===== config.mk =====
export PLATFORM = sky130hd
export DESIGN_NAME = button_click_classifier
export DESIGN_NICKNAME = d
export VERILOG_FILES = /design/src/rtl/bcc_pkg.sv /design/src/rtl/button_click_classifier.sv
export SDC_FILE = /design/constraint.sdc
export NUM_CORES = 1
export LEC_CHECK = 0
export BUFFER_PORTS_ARGS = -buffer_cell sky130_fd_sc_hd__buf_2
export CAP_MARGIN = 40
export CORE_UTILIZATION = 66
export DETAILED_ROUTE_END_ITERATION = 8
export PLACE_DENSITY = 0.87
export SYNTH_ARGS = -nofsm -noshare
export SYNTH_HDL_FRONTEND = slang
export SYNTH_SLANG_ARGS = --single-unit

===== constraint.sdc =====
create_clock -name i_clk -period 26.2 [get_ports i_clk]
set_input_delay 2.62 -clock i_clk [delete_from_list [all_inputs] [get_ports i_clk]]
set_output_delay 2.62 -clock i_clk [all_outputs]
set_load 0.02 [all_outputs]

===== src/rtl/bcc_pkg.sv =====
package bcc_pkg;

    // Default widths of the time base and of the click counter
    localparam int TIME_BITS_DEF  = 32;
    localparam int COUNT_BITS_DEF = 8;

    // Threshold registers
    localparam int CFG_WIDTH     = 16;
    localparam int CFG_IDX_WIDTH = 1;

    localparam logic [CFG_IDX_WIDTH-1:0] CFG_LONG_PRESS   = 1'd0;
    localparam logic [CFG_IDX_WIDTH-1:0] CFG_CLICK_WINDOW = 1'd1;

    localparam logic [CFG_WIDTH-1:0] LONG_PRESS_RESET   = 16'd600;
    localparam logic [CFG_WIDTH-1:0] CLICK_WINDOW_RESET = 16'd400;

    typedef enum logic [2:0] {
        KIND_PRESS  = 3'd0,
        KIND_LONG   = 3'd1,
        KIND_DOUBLE = 3'd2,
        KIND_TRIPLE = 3'd3,
        KIND_MULTI  = 3'd4
    } t_kind;

    typedef struct packed {
        logic        pin_level;
        logic [31:0] now_ms;
    } t_in;

    typedef struct packed {
        t_kind       event_kind;
        logic [31:0] press_length_ms;
        logic [7:0]  click_total;
    } t_out;

endpackage


===== src/rtl/button_click_classifier.sv =====
// Channel | Direction | Handshake                | Beat payload
// --------+-----------+--------------------------+-----------------------------------
// in      | input     | i_in_valid / o_in_ready   | t_in  : pin_level, now_ms
// out     | output    | o_out_valid / i_out_ready | t_out : event_kind, press_length_ms,
//         |           |                          |         click_total
// cfg     | input     | i_cfg_we (no wait)        | i_cfg_idx, i_cfg_data
//
// One sample per cycle sustained while no event is held back. A sample is
// captured in the input register and classified there; any event is then loaded
// into the output register, which offers it, once the sample advances.
// Reset (synchronous, active low) clears the press/click state and loads the
// default thresholds of 600 ms and 400 ms.
// A stalled output only holds back a sample that raises an event; samples that
// raise none keep draining, and the input register takes a new beat as soon as
// its current one advances.
module button_click_classifier
    import bcc_pkg::*;
#(
    parameter int TIME_BITS  = TIME_BITS_DEF,
    parameter int COUNT_BITS = COUNT_BITS_DEF
) (
    input  logic                     i_clk,
    input  logic                     i_rst_n,
    input  logic                     i_in_valid,
    output logic                     o_in_ready,
    input  t_in                      i_in,
    output logic                     o_out_valid,
    input  logic                     i_out_ready,
    output t_out                     o_out,
    input  logic                     i_cfg_we,
    input  logic [CFG_IDX_WIDTH-1:0] i_cfg_idx,
    input  logic [CFG_WIDTH-1:0]     i_cfg_data
);

    localparam logic [COUNT_BITS-1:0] COUNT_MAX = {COUNT_BITS{1'b1}};
    localparam logic [COUNT_BITS-1:0] COUNT_ONE = COUNT_BITS'(1);
    localparam logic [COUNT_BITS-1:0] COUNT_TWO = COUNT_BITS'(2);
    localparam logic [COUNT_BITS-1:0] COUNT_TRI = COUNT_BITS'(3);

    // Threshold registers
    logic [CFG_WIDTH-1:0] r_long_ms;
    logic [CFG_WIDTH-1:0] r_window_ms;

    // Input register
    logic r_in_valid;
    t_in  r_in;

    // Classifier state
    logic                  r_was_pressed, n_was_pressed;
    logic [TIME_BITS-1:0]  r_begin, n_begin;
    logic [TIME_BITS-1:0]  r_last_len, n_last_len;
    logic [COUNT_BITS-1:0] r_pending, n_pending;
    logic [TIME_BITS-1:0]  r_first, n_first;

    // Output register
    logic r_out_valid;
    t_out r_out;

    logic                  pressed;
    logic                  released;
    logic [TIME_BITS-1:0]  now_t;
    logic [TIME_BITS-1:0]  press_len;
    logic                  is_long;
    logic [COUNT_BITS-1:0] clicks;
    logic                  timed_out;
    logic                  has_event;
    t_out                  n_out;
    logic                  advance;

    // Retire the staged sample unless it raises an event that the full output
    // register cannot take yet.
    assign advance    = r_in_valid && (!has_event || !r_out_valid || i_out_ready);
    assign o_in_ready = !r_in_valid || advance;

    assign o_out_valid = r_out_valid;
    assign o_out       = r_out;

    always_ff @(posedge i_clk) begin
        if (!i_rst_n) begin
            r_long_ms   <= LONG_PRESS_RESET;
            r_window_ms <= CLICK_WINDOW_RESET;
        end else if (i_cfg_we) begin
            case (i_cfg_idx)
                CFG_LONG_PRESS:   r_long_ms   <= i_cfg_data;
                CFG_CLICK_WINDOW: r_window_ms <= i_cfg_data;
                default:          ;
            endcase
        end
    end

    // Edge detect, classify a release, then check the click window, all with the
    // time of the same sample.
    always_comb begin
        pressed   = !r_in.pin_level;
        now_t     = TIME_BITS'(r_in.now_ms);
        released  = !pressed && r_was_pressed;
        press_len = now_t - r_begin;

        n_was_pressed = pressed;
        n_begin       = (pressed && !r_was_pressed) ? now_t : r_begin;
        n_last_len    = released ? press_len : r_last_len;
        is_long       = released && (press_len >= TIME_BITS'(r_long_ms));

        clicks = r_pending;
        if (released && !is_long && (r_pending != COUNT_MAX)) begin
            clicks = r_pending + COUNT_ONE;
        end
        n_first = r_first;
        if (released && !is_long && (clicks == COUNT_ONE)) begin
            n_first = now_t;
        end
        timed_out = !is_long && (clicks != '0)
                    && ((now_t - n_first) > TIME_BITS'(r_window_ms));

        has_event = is_long || timed_out;
        n_pending = has_event ? '0 : clicks;
    end

    // Build the event beat.
    always_comb begin
        n_out.event_kind      = KIND_PRESS;
        n_out.press_length_ms = '0;
        n_out.click_total     = '0;
        if (is_long) begin
            n_out.event_kind      = KIND_LONG;
            n_out.press_length_ms = 32'(n_last_len);
        end else begin
            case (clicks)
                COUNT_ONE: begin
                    n_out.event_kind      = KIND_PRESS;
                    n_out.press_length_ms = 32'(n_last_len);
                end
                COUNT_TWO: n_out.event_kind = KIND_DOUBLE;
                COUNT_TRI: n_out.event_kind = KIND_TRIPLE;
                default: begin
                    n_out.event_kind  = KIND_MULTI;
                    n_out.click_total = 8'(clicks);
                end
            endcase
        end
    end

    always_ff @(posedge i_clk) begin
        if (!i_rst_n) begin
            r_in_valid    <= 1'b0;
            r_out_valid   <= 1'b0;
            r_was_pressed <= 1'b0;
            r_begin       <= '0;
            r_last_len    <= '0;
            r_pending     <= '0;
            r_first       <= '0;
        end else begin
            // Input register: load on accept, drop once the beat advances.
            if (o_in_ready) begin
                r_in_valid <= i_in_valid;
            end
            // Advance the classifier state.
            if (advance) begin
                r_was_pressed <= n_was_pressed;
                r_begin       <= n_begin;
                r_last_len    <= n_last_len;
                r_pending     <= n_pending;
                r_first       <= n_first;
            end
            // Output register: load an event, drop a taken beat.
            if (advance && has_event) begin
                r_out_valid <= 1'b1;
            end else if (i_out_ready) begin
                r_out_valid <= 1'b0;
            end
        end
    end

    always_ff @(posedge i_clk) begin
        if (o_in_ready && i_in_valid) begin
            r_in <= i_in;
        end
        if (advance && has_event) begin
            r_out <= n_out;
        end
    end

    // An event always leaves no pending clicks behind.
    a_event_clears: assert property (@(posedge i_clk) disable iff (!i_rst_n)
        advance && has_event |=> r_pending == '0)
        else $error("pending clicks survive an event");

    // A staged sample that cannot advance is held.
    a_stage_hold: assert property (@(posedge i_clk) disable iff (!i_rst_n)
        r_in_valid && !advance |=> r_in_valid && $stable(r_in))
        else $error("staged sample lost while blocked");

    // The press state follows the sample that advanced.
    a_press_track: assert property (@(posedge i_clk) disable iff (!i_rst_n)
        advance |=> r_was_pressed == !$past(r_in.pin_level))
        else $error("press state does not follow the pin");

    // An event is never dropped while the output register is full.
    a_no_overwrite: assert property (@(posedge i_clk) disable iff (!i_rst_n)
        r_out_valid && !i_out_ready |=> r_out_valid && $stable(r_out))
        else $error("pending event overwritten");

endmodule

---- Word-level counts from Yosys, hierarchy flattened ----
Cells that the tools add are included.
word-level totals
  output and inout bits ................... 45
  bits in registers ....................... 215
operators by class
  order comparisons ....................... 2
  reductions and logical operators ........ 27
  bitwise operators ....................... 1
  equal/unequal tests ..................... 4
  add/subtract/negate cells ............... 3
  muxes and demuxes ....................... 9
operators with widths
  cell                 number
  $mux 32              4
  $sub 32x32->32       2
  $ge 32x16->1         1
  $gt 32x16->1         1
  $eq 8x2->1 const B   2
  $mux 8               2
  $logic_and 1x1->1    11
  $pmux 3 s3           1
  $add 8x1->8 const B  1
  $eq 8x1->1 const B   1
  $ne 8x8->1 const B   1
  $reduce_bool 8->1    1
  $logic_not 1->1      6
  $reduce_and 2->1     3
  $logic_or 1x1->1     4
  $reduce_or 4->1      1
  $mux 1               2
  $reduce_bool 2->1    1
  $not 1->1            1

---- Depth between registers and ports, before layout ----
Gate-level depths: netlist of the first run.
  depth in word-level cells ............... 20
  mapped depth ............................ 58

---- Least setup slack after synthesis of the first run ----
OpenSTA, ideal clock, no wires.
  path type ............................... register to output
  start point ............................. register r_in, in the netlist now_t[4]
  end point ............................... output o_in_ready
  required time ........................... 23.580 ns
  path slack .............................. 12.767 ns
  path buffers ............................ 3
  data arrival time ....................... 10.813 ns
  cell stages (with the launch flop) ...... 50
  path through ............................ edfxtp_1 -> ha_1 -> a21o_1 -> a211o_1 -> o21ai_2 -> o21bai_1 -> a21o_1 -> a21oi_1 -> xnor2_1 -> ha_1 -> a21o_1 -> a21o_1 -> a21oi_1 -> o311ai_0 -> o21bai_1 -> nand4bb_1 -> or4_1 -> clkbuf_1 -> [... 14 more ...] -> nand2_1 -> nand2_1 -> o21ai_0 -> nor2b_1 -> xnor2_1 -> ha_1 -> nand4_1 -> nor2_1 -> a211oi_1 -> a21oi_1 -> nor3_1 -> o41a_1 -> nand4b_1 -> o22ai_1 -> nand4_1 -> or4_4 -> o221ai_1 -> nand2b_1
between the ends
  longest elaborated chain between the ends .. 19
RTL lines
  what                              line                                                                                            source
  start, declared                   button_click_classifier.sv:46                                                                   t_in r_in;
  start signal, assigned            button_click_classifier.sv:176                                                                  r_in <= i_in;
  $sub 32x32->32                    button_click_classifier.sv:97                                                                   press_len = now_t - r_begin;
  $ge 32x16->1                      button_click_classifier.sv:102                                                                  is_long = released && (press_len >= TIME_BITS'(r_long_ms));
  $logic_and 1x1->1                 button_click_classifier.sv:102
  $logic_not 1->1                   button_click_classifier.sv:105, button_click_classifier.sv:109, button_click_classifier.sv:112
  $logic_and 1x1->1                 button_click_classifier.sv:105, button_click_classifier.sv:109
  $logic_and 1x1->1                 button_click_classifier.sv:105                                                                  if (released && !is_long && (r_pending != COUNT_MAX)) begin
  $mux 8                            button_click_classifier.sv:105
  $eq 8x1->1                        button_click_classifier.sv:109                                                                  if (released && !is_long && (clicks == COUNT_ONE)) begin
  [... 2 more ...]                  n/a
  $sub 32x32->32                    button_click_classifier.sv:113                                                                  && ((now_t - n_first) > TIME_BITS'(r_window_ms));
  $gt 32x16->1                      button_click_classifier.sv:113
  $logic_and 1x1->1                 button_click_classifier.sv:113
  $logic_or 1x1->1 *                button_click_classifier.sv:115                                                                  has_event = is_long || timed_out;
  $logic_not 1->1 *                 button_click_classifier.sv:72                                                                   assign advance = r_in_valid && (!has_event || !r_out_valid || i_out_ready);
  $logic_or 1x1->1 * (2 in series)  button_click_classifier.sv:72
  $logic_and 1x1->1 *               button_click_classifier.sv:72
  $logic_or 1x1->1 *                button_click_classifier.sv:73                                                                   assign o_in_ready = !r_in_valid || advance;
  end, declared                     button_click_classifier.sv:25                                                                   output logic o_in_ready,
Every way passes the cells marked *; elsewhere a longest branch is shown, timed or not.

---- Final worst setup path of the first run ----
  start point ............................. register r_in, in the netlist now_t[4]
  end point ............................... output o_in_ready
between the ends
  longest elaborated chain between the ends .. 19
RTL lines
  what                              line                                                            source
  $sub 32x32->32 *                  button_click_classifier.sv:97
  $ge 32x16->1 *                    button_click_classifier.sv:102
  $logic_and 1x1->1 *               button_click_classifier.sv:102
  $logic_not 1->1 *                 button_click_classifier.sv:105, button_click_classifier.sv:109
  $logic_and 1x1->1 *               button_click_classifier.sv:105, button_click_classifier.sv:109
  $logic_and 1x1->1                 button_click_classifier.sv:105
  $mux 8                            button_click_classifier.sv:105
  $eq 8x1->1                        button_click_classifier.sv:109
  [... 2 more ...]                  n/a
  via n_first[0]                    button_click_classifier.sv:53                                   logic [TIME_BITS-1:0] r_first, n_first;
  $sub 32x32->32 *                  button_click_classifier.sv:113
  $gt 32x16->1 *                    button_click_classifier.sv:113
  $logic_and 1x1->1 *               button_click_classifier.sv:113
  $logic_or 1x1->1 *                button_click_classifier.sv:115
  $logic_not 1->1 *                 button_click_classifier.sv:72
  $logic_or 1x1->1 * (2 in series)  button_click_classifier.sv:72
  $logic_and 1x1->1 *               button_click_classifier.sv:72
  $logic_or 1x1->1 *                button_click_classifier.sv:73
Mark *: on every way through the listed nets, which the timed path passes. The rest lies on a longest branch.

==> results of run 1 <==
## stage by stage
stage / std cells / power, mW / setup WS [ns]
after floorplan: 1684 / 0.511 / 12.77
after global placement: 1971 / 0.556 / 11.45
after detailed placement: 1974 / 0.563 / 10.90
after CTS: 2015 / 0.891 / 10.31
after global routing: 2015 / 0.928 / 9.16
final: 2015 / 0.893 / 10.06
## worst paths after layout
kind,cells past startpoint,from,slack [ns],end
worst max-delay path,48,now_t[4],10.06,o_in_ready
worst min-delay path,2,r_begin[19],0.46,r_begin[19]
worst max register to register,50,now_t[4],11.67,r_last_len[24]
worst min register to register,2,r_begin[19],0.46,r_begin[19]
## power by group through the flow
stage / clock network [mW] / registers, mW / logic, mW
2_1_floorplan: 0 / 0.372 / 0.139
3_5_place_dp: 0 / 0.375 / 0.189
4_1_cts: 0.333 / 0.367 / 0.191
6_report: 0.330 / 0.368 / 0.195
3_3_place_gp: 0 / 0.374 / 0.183
5_1_grt: 0.345 / 0.369 / 0.214
## cell type report
cell class | count | area, µm² | share of cell area (%)
multi-input cells | 1284 | 8190 | 53.4
flip-flops and latches | 215 | 5060 | 33.0
repair buffers | 113 | 631 | 4.11
clock buffers | 25 | 603 | 3.93
inverters | 92 | 345 | 2.25
well taps | 270 | 338 | 2.20
clock inverters | 16 | 168 | 1.09
## routing by layer
| layer | vias to the layer above | share of wire (%) |
|---|---|---|
| met4 | 0 | 4.0 |
| met5 | - | 0 |
| met3 | 128 | 8.7 |
| li1 | 6144 | - |
| met2 | 609 | 46 |
| met1 | 6094 | 41 |
## synth_stat cells, drive strengths merged, types with 5 or more instances
cell,instances
and2,12
ha,92
nor4,8
nand4,21
nor3,34
a21oi,148
or3,12
o221ai,6
nor2b,12
a31oi,13
nor2,139
edfxtp,76
o211ai,22
dfxtp,139
or4,5
nand3,44
a211oi,43
a2111oi,6
a21boi,6
o21a,19
buf,26
o31ai,17
and3,10
xnor2,28
a311oi,13
o21ai,60
nand3b,5
nand2,276
xor2,22
a21o,35
nand2b,20
o22ai,5
clkbuf,67
o21bai,7
inv,92
and4,5
mux2i,70
## sequential cells by signal, summed over array words and instances (netlist names)
name,count
o_out,43
now_t,32
r_begin,32
r_first,32
r_last_len,32
r_long_ms,16
r_window_ms,16
r_pending,8
o_out_valid,1
r_in,1
r_in_valid,1
r_was_pressed,1
## cell families (layout without fill, tap and decap cells)
logic type               count (synthesis)  in the layout
AO/OA/AOI/OAI                          444            444
adder cells (fa/ha/maj)                 97             97
AND/OR/NAND/NOR                        620            620
flip-flops                             215            215
buffers and inverters                  185            246
XOR/XNOR                                50             50
multiplexers                            73             73
## worst register-to-register path: cells and delay by family, from the launching register on
| kind | cells | cell delay (ns) |
|---|---|---|
| AO/OA/AOI/OAI | 25 | 5.58 |
| XOR/XNOR | 2 | 0.39 |
| adder cells (fa/ha/maj) | 6 | 2.00 |
| buffers and inverters | 2 | 0.72 |
| flip-flops | 1 | 0.48 |
| AND/OR/NAND/NOR | 15 | 5.25 |
## cell usage in the layout (no fill, tap or decap), types with 22 or more instances in the layout
cell type | netlist | routed
edfxtp_1 | 76 | 76
dfxtp_1 | 139 | 139
xor2_1 | 22 | 22
ha_1 | 92 | 92
buf_2 | 12 | 100
inv_1 | 92 | 91
nor2_1 | 139 | 137
mux2i_1 | 70 | 70
nor3_1 | 32 | 32
a21oi_1 | 147 | 147
clkbuf_16 | 0 | 23
xnor2_1 | 28 | 28
o211ai_1 | 22 | 22
a21o_1 | 35 | 35
nand3_1 | 43 | 43
nand2_1 | 276 | 275
o21ai_0 | 55 | 55
a211oi_1 | 42 | 42
==> run metrics, run 1 <==
Port Buffer Count=99; Chip Height=147 µm; Pleak=5.72 nW; post-synthesis adder-cell area fraction=8.74%; Yosys top cell by area=dfxtp_1; fillers=1,518; largest net degree at the start of global routing=79; Post-CTS Setup Inserts=0; mux cell area share after synthesis=5.26%; die area=21,800 µm²; syn avg cell area=8.30 µm²; Synth async-reset ratio=0%; post-route cell area=15,300 µm²; vias in the first global route=12,500; Chip Width=147 µm; RSZ-0062 raised after global routing=no; top cell type's share of synthesized area=19.9%; most frequent CP cell=a21o_1; Post-CTS Resized=0; EDFF count, synth=76; DR vias=13,000; WS Path Type=reg -> out; Root Driver=clkbuf_16; Comb pwr share=21.8%; DR WL/cell=19.7 µm; clk slew on worst S/H paths=0.06 ns; Cell Int Power=0.626 mW; CP Max Fanout=8; Sw Ratio=29.9%; Setup violations, final=0; post-synthesis compound-gate area fraction=21.0%; Max-Cap Viols=0; met2 usage=60.3%; clk sinks=215; largest family of logic cells by synthesized area=compound AO/OA/AOI/OAI gates; io pins=100; Post-Synthesis Cell Area=14,000 µm²; starting density of the core=68.2%; global-route wire length before repair=63.8 mm; Final Util=74.8%; gr busiest metal=met2; Worst-Margin Slew=0.851 ns; final wirelength=39.8 mm; DRT iter0 DRCs=1,174; Yosys cell types=85; share of cells above drive strength 1=10.5%; crit share post-route=61.6%; Synth Flop Type=dfxtp_1; antenna cell count=0; sequential fraction of the synthesis area=36.3%; drt pass-1 iters=7; Final Hold Viols=0; synth top area cells=dfxtp_1 20%, edfxtp_1 16%, ha_1 8.2%, nand2_1 7.4%, a21oi_1 5.3%; Final #Nets=1,878; Residual DRC=0; outcome=complete, no violations; Post-Synth Simple-Gate Area=20.3%; core region area=20,500 µm²; Skew-Pair Late Insertion Delay=0.51 ns; largest buffer count on any clock path=3; Worst Path Buf+Inv=2; M3 GR Usage=6.27%; P&R area growth vs syn=9.77%; Post-Synth XOR/XNOR Area=3.13%; initial antenna violation count=0; Max-slew headroom=41.8%; Critical Path AT=13.52 ns; RePlAce Congestion=1.02; final worst clock skew=0.00874 ns; cts bufs inserted=23; gr usage total=36.6%; hold_buf cts=0; Syn Nets=1,833; delay-heaviest family, CP=compound AO/OA/AOI/OAI gates; Hold Crit Class=reg -> reg; grt met1 use=47.6%; Clock power frac=37.0%; Final min period=16.14 ns; Worst path slowest cell=nor4_2; average via count per standard cell=6.44; Reg power frac=41.2%; setup tns final=0 ns; Net Switching=0.267 mW; pwr dens=58.2 nW/µm²; CP Capture Type=primary output; #FFs+latches synth=215; antenna-violating nets left=0; GR Overflow Total=0; Slew Viols, Final=0; cell count after synthesis=1,684; Yosys warning count=0; HPWL Detailed=29.6 mm; Hold Worst Slack=0.458 ns; Req. time, crit path=23.58 ns; CP max stage delay=0.81 ns; CTS H-Tree Depth=1; startpoint type of the worst setup path=flip-flop; cell row count=52; Max IR drop VDD=0.0568 mV; FMAX=0.0619 GHz; dpl cell area=14,600 µm²; CTS tree=done
(Power assumes the default switching activity.)
==> run 2, diff against run 1 <==
--- a/config.mk
+++ b/config.mk
@@ -7,9 +7,9 @@
 export LEC_CHECK = 0
 export BUFFER_PORTS_ARGS = -buffer_cell sky130_fd_sc_hd__buf_2
 export CAP_MARGIN = 40
-export CORE_UTILIZATION = 66
+export CORE_UTILIZATION = 56
 export DETAILED_ROUTE_END_ITERATION = 8
-export PLACE_DENSITY = 0.87
+export PLACE_DENSITY = 0.79
 export SYNTH_ARGS = -nofsm -noshare
 export SYNTH_HDL_FRONTEND = slang
 export SYNTH_SLANG_ARGS = --single-unit
==> constraint.sdc (replaced) <==
create_clock -name i_clk -period 13.43 [get_ports i_clk]
set_input_delay 1.343 -clock i_clk [delete_from_list [all_inputs] [get_ports i_clk]]
set_output_delay 1.343 -clock i_clk [all_outputs]
set_load 0.02 [all_outputs]
==> run 2 against run 1 <==
  * Clock skew up 0.0095 ns
  * Die area up 18%
  * Count of clock-buffer cells in the layout up 7
  * Critical endpoint unchanged
==> run metrics, run 2 (synthesis results as in run 1) <==
Clock power frac=37.6% (+0.6 points); RePlAce Congestion=0.999 (-2.4%); gr usage total=30.3% (-6.4 points); Setup violations, final=0 (unchanged); GR Overflow Total=0 (unchanged); Pleak=5.89 nW (+2.9%); drt pass-1 iters=6 (-1); fillers=2,113 (+39%); Reg power frac=40.3% (-0.9 points); final worst clock skew=0.0183 ns (+0.00952 ns); Root Driver=clkbuf_16; most common cell after layout, fill and taps aside=nand2_1; Hold Crit Class=reg -> reg; Final min period=12.83 ns; Req. time, crit path=12.09 ns (-11.49 ns); DR WL/cell=18.9 µm (-4.0%); antenna cell count=0 (unchanged); cell row count=57 (+9.6%); most frequent cells in the layout=273 x nand2_1, 144 x a21oi_1, 139 x dfxtp_1, 137 x nor2_1, 99 x buf_2; vias in the first global route=11,800 (-5.6%); outcome=complete, no violations; core region area=24,400 µm² (+19%); Cell Int Power=1.25 mW (+99%); Chip Width=160 µm (+8.4%); Comb pwr share=22.1% (+0.3 points); Port Buffer Count=99 (unchanged); Chip Height=160 µm (+8.4%); Final Hold Viols=0 (unchanged); max reg flops=43 (unchanged); Critical Path AT=11.49 ns (-2.03 ns); Residual DRC=0 (unchanged); HPWL Detailed=29.3 mm (-1.0%); DRT iter0 DRCs=976 (-17%); starting density of the core=57.3% (-11 points); Slew Viols, Final=0 (unchanged); Max-Cap Viols=0 (unchanged); cts bufs inserted=24 (+4.3%); Worst path slowest cell=or4_4; largest buffer count on any clock path=3 (unchanged); Final #Nets=1,901 (+1.2%); share of cells above drive strength 1=12.8% (+2.2 points); CP Capture Type=primary output; FMAX=0.0779 GHz; global-route wire length before repair=62.1 mm (-2.6%); antenna-violating nets left=0 (unchanged); CP max stage delay=0.60 ns (-0.21 ns); Max IR drop VDD=0.103 mV (+81%); crit share post-route=95.6%; dpl cell area=14,700 µm² (+1.2%); most frequent CP cell=a21o_1; pwr dens=113 nW/µm² (+93%); WS Path Type=reg -> out; clk slew on worst S/H paths=0.06 ns (about the same); Skew-Pair Late Insertion Delay=0.53 ns (+0.02 ns); die area=25,600 µm² (+18%); Max-slew headroom=42.5% (+0.77 points); final wirelength=39.7 mm (-0.24%); post-route cell area=15,800 µm² (+3.1%); clk sinks=215 (unchanged); initial antenna violation count=0 (unchanged); CTS H-Tree Depth=1 (unchanged); Net Switching=0.536 mW (+100%); io pins=100 (unchanged); P&R area growth vs syn=13.2%; Worst-Margin Slew=0.860 ns (+0.00864 ns); startpoint type of the worst setup path=flip-flop; CP Max Fanout=14 (+6); average via count per standard cell=6.08 (-5.6%); Hold Worst Slack=0.455 ns (-0.00299 ns); DR vias=12,700 (-1.9%); CTS tree=done; hold_buf cts=0 (unchanged); largest net degree at the start of global routing=63 (-20%); Sw Ratio=30.1% (+0.17 points)
==> run 2: cell types whose count changed in the layout (fill, tap and decap cells not counted), sizes merged <==
cell      before  now
buf          113  135
clkbuf        25   32
clkinv         9    4
bufinv         3    2
clkinvlp       4    5
inv           92   93
==> run 2: worst paths after layout <==
kind / from / end / slack, ns / cells after the start
setup / recovery: now_t[4] / o_in_ready / 0.60 / 50
hold / removal: r_window_ms[9] / r_window_ms[9] / 0.46 / 2
setup reg to reg: now_t[4] / r_last_len[19] / 1.46 / 52
hold reg to reg: r_window_ms[9] / r_window_ms[9] / 0.46 / 2
==> run 2: per-stage QoR <==
step	total power [mW]	utilization, %	instances	setup WS (ns)	setup TNS [ns]
after floorplan	0.996	-	1684	1.01	0
after global placement	1.09	60.2	2038	0.491	0
after detailed placement	1.10	60.4	2041	0.0962	0
after CTS	1.77	64.0	2085	0.0377	0
after global routing	1.86	64.8	2094	-0.0600	-0.0600
final	1.78	64.8	2094	0.596	0
==> run 2: timing repair <==
action / in CTS / in global routing
setup endpoints to repair: 1 / 12
gates resized for setup: 13 / 24
buffers inserted: 0 / 9
pin swaps: 1 / 7
gates cloned: 0 / 0
==> run 2: final cells by class <==
cell class | instances | area, µm² | area share, %
multi-input cells | 1284 | 8370 | 52.9
flip-flops and latches | 215 | 5060 | 32.0
repair buffers | 135 | 815 | 5.15
clock buffers | 32 | 683 | 4.32
well taps | 324 | 405 | 2.56
inverters | 92 | 345 | 2.18
clock inverters | 12 | 133 | 0.839
==> run 2: routing by layer <==
layer,up-vias,GRT usage [%],routed length [µm]
li1,6193,-,-
met1,5958,41.1,17500
met2,475,49.5,18500
met3,98,4.16,2350
met4,0,10.2,1350
met5,-,0,0
==> run 2: worst max-delay path: cells and delay by family, from the launching register on <==
kind                       cells  cell delay (ns)
AOI/OAI and AO/OA             24             4.22
buffers and inverters          4             0.65
xor gates and xnor gates       2             0.34
DFF                            1             0.50
muxes                          1             0.27
and+or+nand+nor               14             3.55
adders and majority gates      5             1.41
==> run 2: power by group through the flow <==
stage / registers [mW] / logic (mW) / clock network, mW
CTS: 0.717 / 0.377 / 0.678
detailed placement: 0.730 / 0.372 / 0
global route: 0.720 / 0.433 / 0.703
global placement: 0.729 / 0.365 / 0
floorplan: 0.725 / 0.271 / 0
finish: 0.718 / 0.394 / 0.669
==> run 3, diff against run 2 <==
--- a/config.mk
+++ b/config.mk
@@ -10,6 +10,7 @@
 export CORE_UTILIZATION = 56
 export DETAILED_ROUTE_END_ITERATION = 8
 export PLACE_DENSITY = 0.79
+export REMOVE_ABC_BUFFERS = 1
 export SYNTH_ARGS = -nofsm -noshare
 export SYNTH_HDL_FRONTEND = slang
 export SYNTH_SLANG_ARGS = --single-unit
==> run 3 against run 2 <==
  * Global-route usage shrank 0.36 points
  * Count of clock-buffer cells in the layout grew 2
  * Sequential cell count is the same
  * Die area is the same
  * Design area shrank 0.82%
  * Sequential power is essentially flat
  * Cell count shrank 0.29%
  * Setup slack lost 0.072 ns
  * Register-to-register slack lost 0.18 ns
  * Via count shrank 0.72%
  * Power shrank 2.6%
  * Routed wire length shrank 1.9%
  * Critical path type unchanged
  * Highest routed layer unchanged
==> run metrics, run 3 (synthesis results as in run 1) <==
CTS tree=done; fillers=2,103 (-0.47%); core region area=24,400 µm² (unchanged); clk sinks=215 (unchanged); Worst path slowest cell=or4_4; Root Driver=clkbuf_16; area taken by multi-input logic gates=8360 µm² (about the same); Max IR drop VDD=0.113 mV (+10%); Setup violations, final=0 (unchanged); vias in the first global route=11,800 (-0.34%); Residual DRC=0 (unchanged); hold_buf cts=0 (unchanged); share of cells above drive strength 1=12.6% (-0.13 points); gr usage total=29.9% (-0.36 points); Slew Viols, Final=0 (unchanged); Worst-Margin Slew=0.814 ns (-0.0457 ns); Port Buffer Count=99 (unchanged); total chip power=1.73 mW (-2.6%); most frequent cells in the layout=272 x nand2_1, 145 x a21oi_1, 139 x dfxtp_1, 136 x nor2_1, 99 x buf_2; HPWL Detailed=29.2 mm (-0.36%); FMAX=0.0775 GHz (-0.56%); Skew-Pair Late Insertion Delay=0.52 ns (about the same); GR Overflow Total=0 (unchanged); CP max stage delay=0.60 ns (about the same); Chip Width=160 µm (unchanged); Placed Cells=2,041 (unchanged); Max-slew headroom=44.3% (+1.8 points); global-route wire length before repair=61.5 mm (-1.0%); Hold Crit Class=reg -> reg; CP Capture Type=primary output; drt pass-1 iters=5 (-1); startpoint type of the worst setup path=flip-flop; WS Path Type=reg -> out; final worst clock skew=0.0137 ns (-0.00460 ns); antenna-violating nets left=0 (unchanged); Final min period=12.91 ns (+0.0723 ns); Req. time, crit path=12.09 ns (about the same); Max-Cap Viols=0 (unchanged); initial antenna violation count=0 (unchanged); final wirelength=38.9 mm (-1.9%); Setup Slack @ Placement=0.186 ns (+0.0900 ns); most frequent CP cell=a21o_1; RePlAce Congestion=0.971 (-2.8%); Final #Nets=1,898 (-0.16%); Critical Path AT=11.56 ns (+0.07 ns); starting density of the core=57.3% (unchanged); Pleak=5.83 nW (-1.1%); CTS H-Tree Depth=1 (unchanged); largest net degree at the start of global routing=82 (+30%); outcome=complete, no violations; antenna cell count=0 (unchanged); most common cell after layout, fill and taps aside=nand2_1; cell row count=57 (unchanged); Chip Height=160 µm (unchanged); setup tns final=0 ns (unchanged); Final Util=64.3% (-0.53 points); io pins=100 (unchanged); max reg flops=43 (unchanged); Reg area=5060 µm² (unchanged); die area=25,600 µm² (unchanged); DR WL/cell=18.6 µm (-1.6%); final non-filler cell total=2,088 (-0.29%); CP Max Fanout=5 (-9); Worst Setup Slack, final=0.524 ns (-0.0723 ns); Final Hold Viols=0 (unchanged); P&R area growth vs syn=12.2%; crit share post-route=96.1% (+0.54 points); DRT iter0 DRCs=1,104 (+13%); pwr dens=111 nW/µm² (-1.8%); cts bufs inserted=23 (-4.2%); largest buffer count on any clock path=3 (unchanged); DR vias=12,600 (-0.72%); average via count per standard cell=6.05 (-0.43%); clk slew on worst S/H paths=0.06 ns (about the same)
## run 3: final timing paths
kind	from	to	cells past startpoint	slack, ns
max	now_t[4]	o_in_ready	48	0.52
min	r_begin[2]	r_begin[2]	2	0.45
max reg2reg	now_t[4]	r_begin[30]	50	1.28
min reg2reg	r_begin[2]	r_begin[2]	2	0.45
## run 3: critical path: cells and delay by family, from the launching register on
family	cells	cell delay [ns]
AO/OA/AOI/OAI	23	4.41
AND/OR/NAND/NOR	14	3.45
adder cells (fa/ha/maj)	5	1.71
buffers and inverters	3	0.52
flip-flops	1	0.50
XOR/XNOR	2	0.35
multiplexers	1	0.10
## run 3: timing repair
item	CTS	global route
hold endpoints to repair	0	0
buffers inserted	1	6
setup endpoints to repair	1	2
gates resized for setup	12	31
pin swaps	1	8
## run 3: routing by layer
layer / share of wire (%) / GRT usage (%) / wire, µm
met1: 46 / 42.1 / 17900
met2: 45 / 48.6 / 17600
met3: 6.3 / 3.64 / 2430
met4: 2.5 / 7.71 / 969
met5: 0 / 0 / 0
## run 3: final cells by class
| cell class | count | share of cell area, % |
|---|---|---|
| multi-input combinational | 1284 | 53.3 |
| sequential | 215 | 32.3 |
| timing repair buffer | 133 | 4.84 |
| clock buffer | 34 | 4.32 |
| tap | 324 | 2.59 |
| inverter | 92 | 2.20 |
| clock inverter | 6 | 0.415 |
## run 3: power by group
part | internal, mW | leakage [nW] | switching [mW] | total (mW)
sequential | 0.698 | 1.82 | 0.0199 | 0.718
combinational | 0.147 | 3.66 | 0.240 | 0.388
clock | 0.369 | 0.352 | 0.260 | 0.629
## run 3: metrics by stage
step                      instance area (µm²)  hold slack (ns)
final                                   15700            0.455
after global routing                    15700            0.475
after CTS                               15500            0.457
after detailed placement                14700            0.448
after global placement                  14700            0.442
after floorplan                         13600            0.435
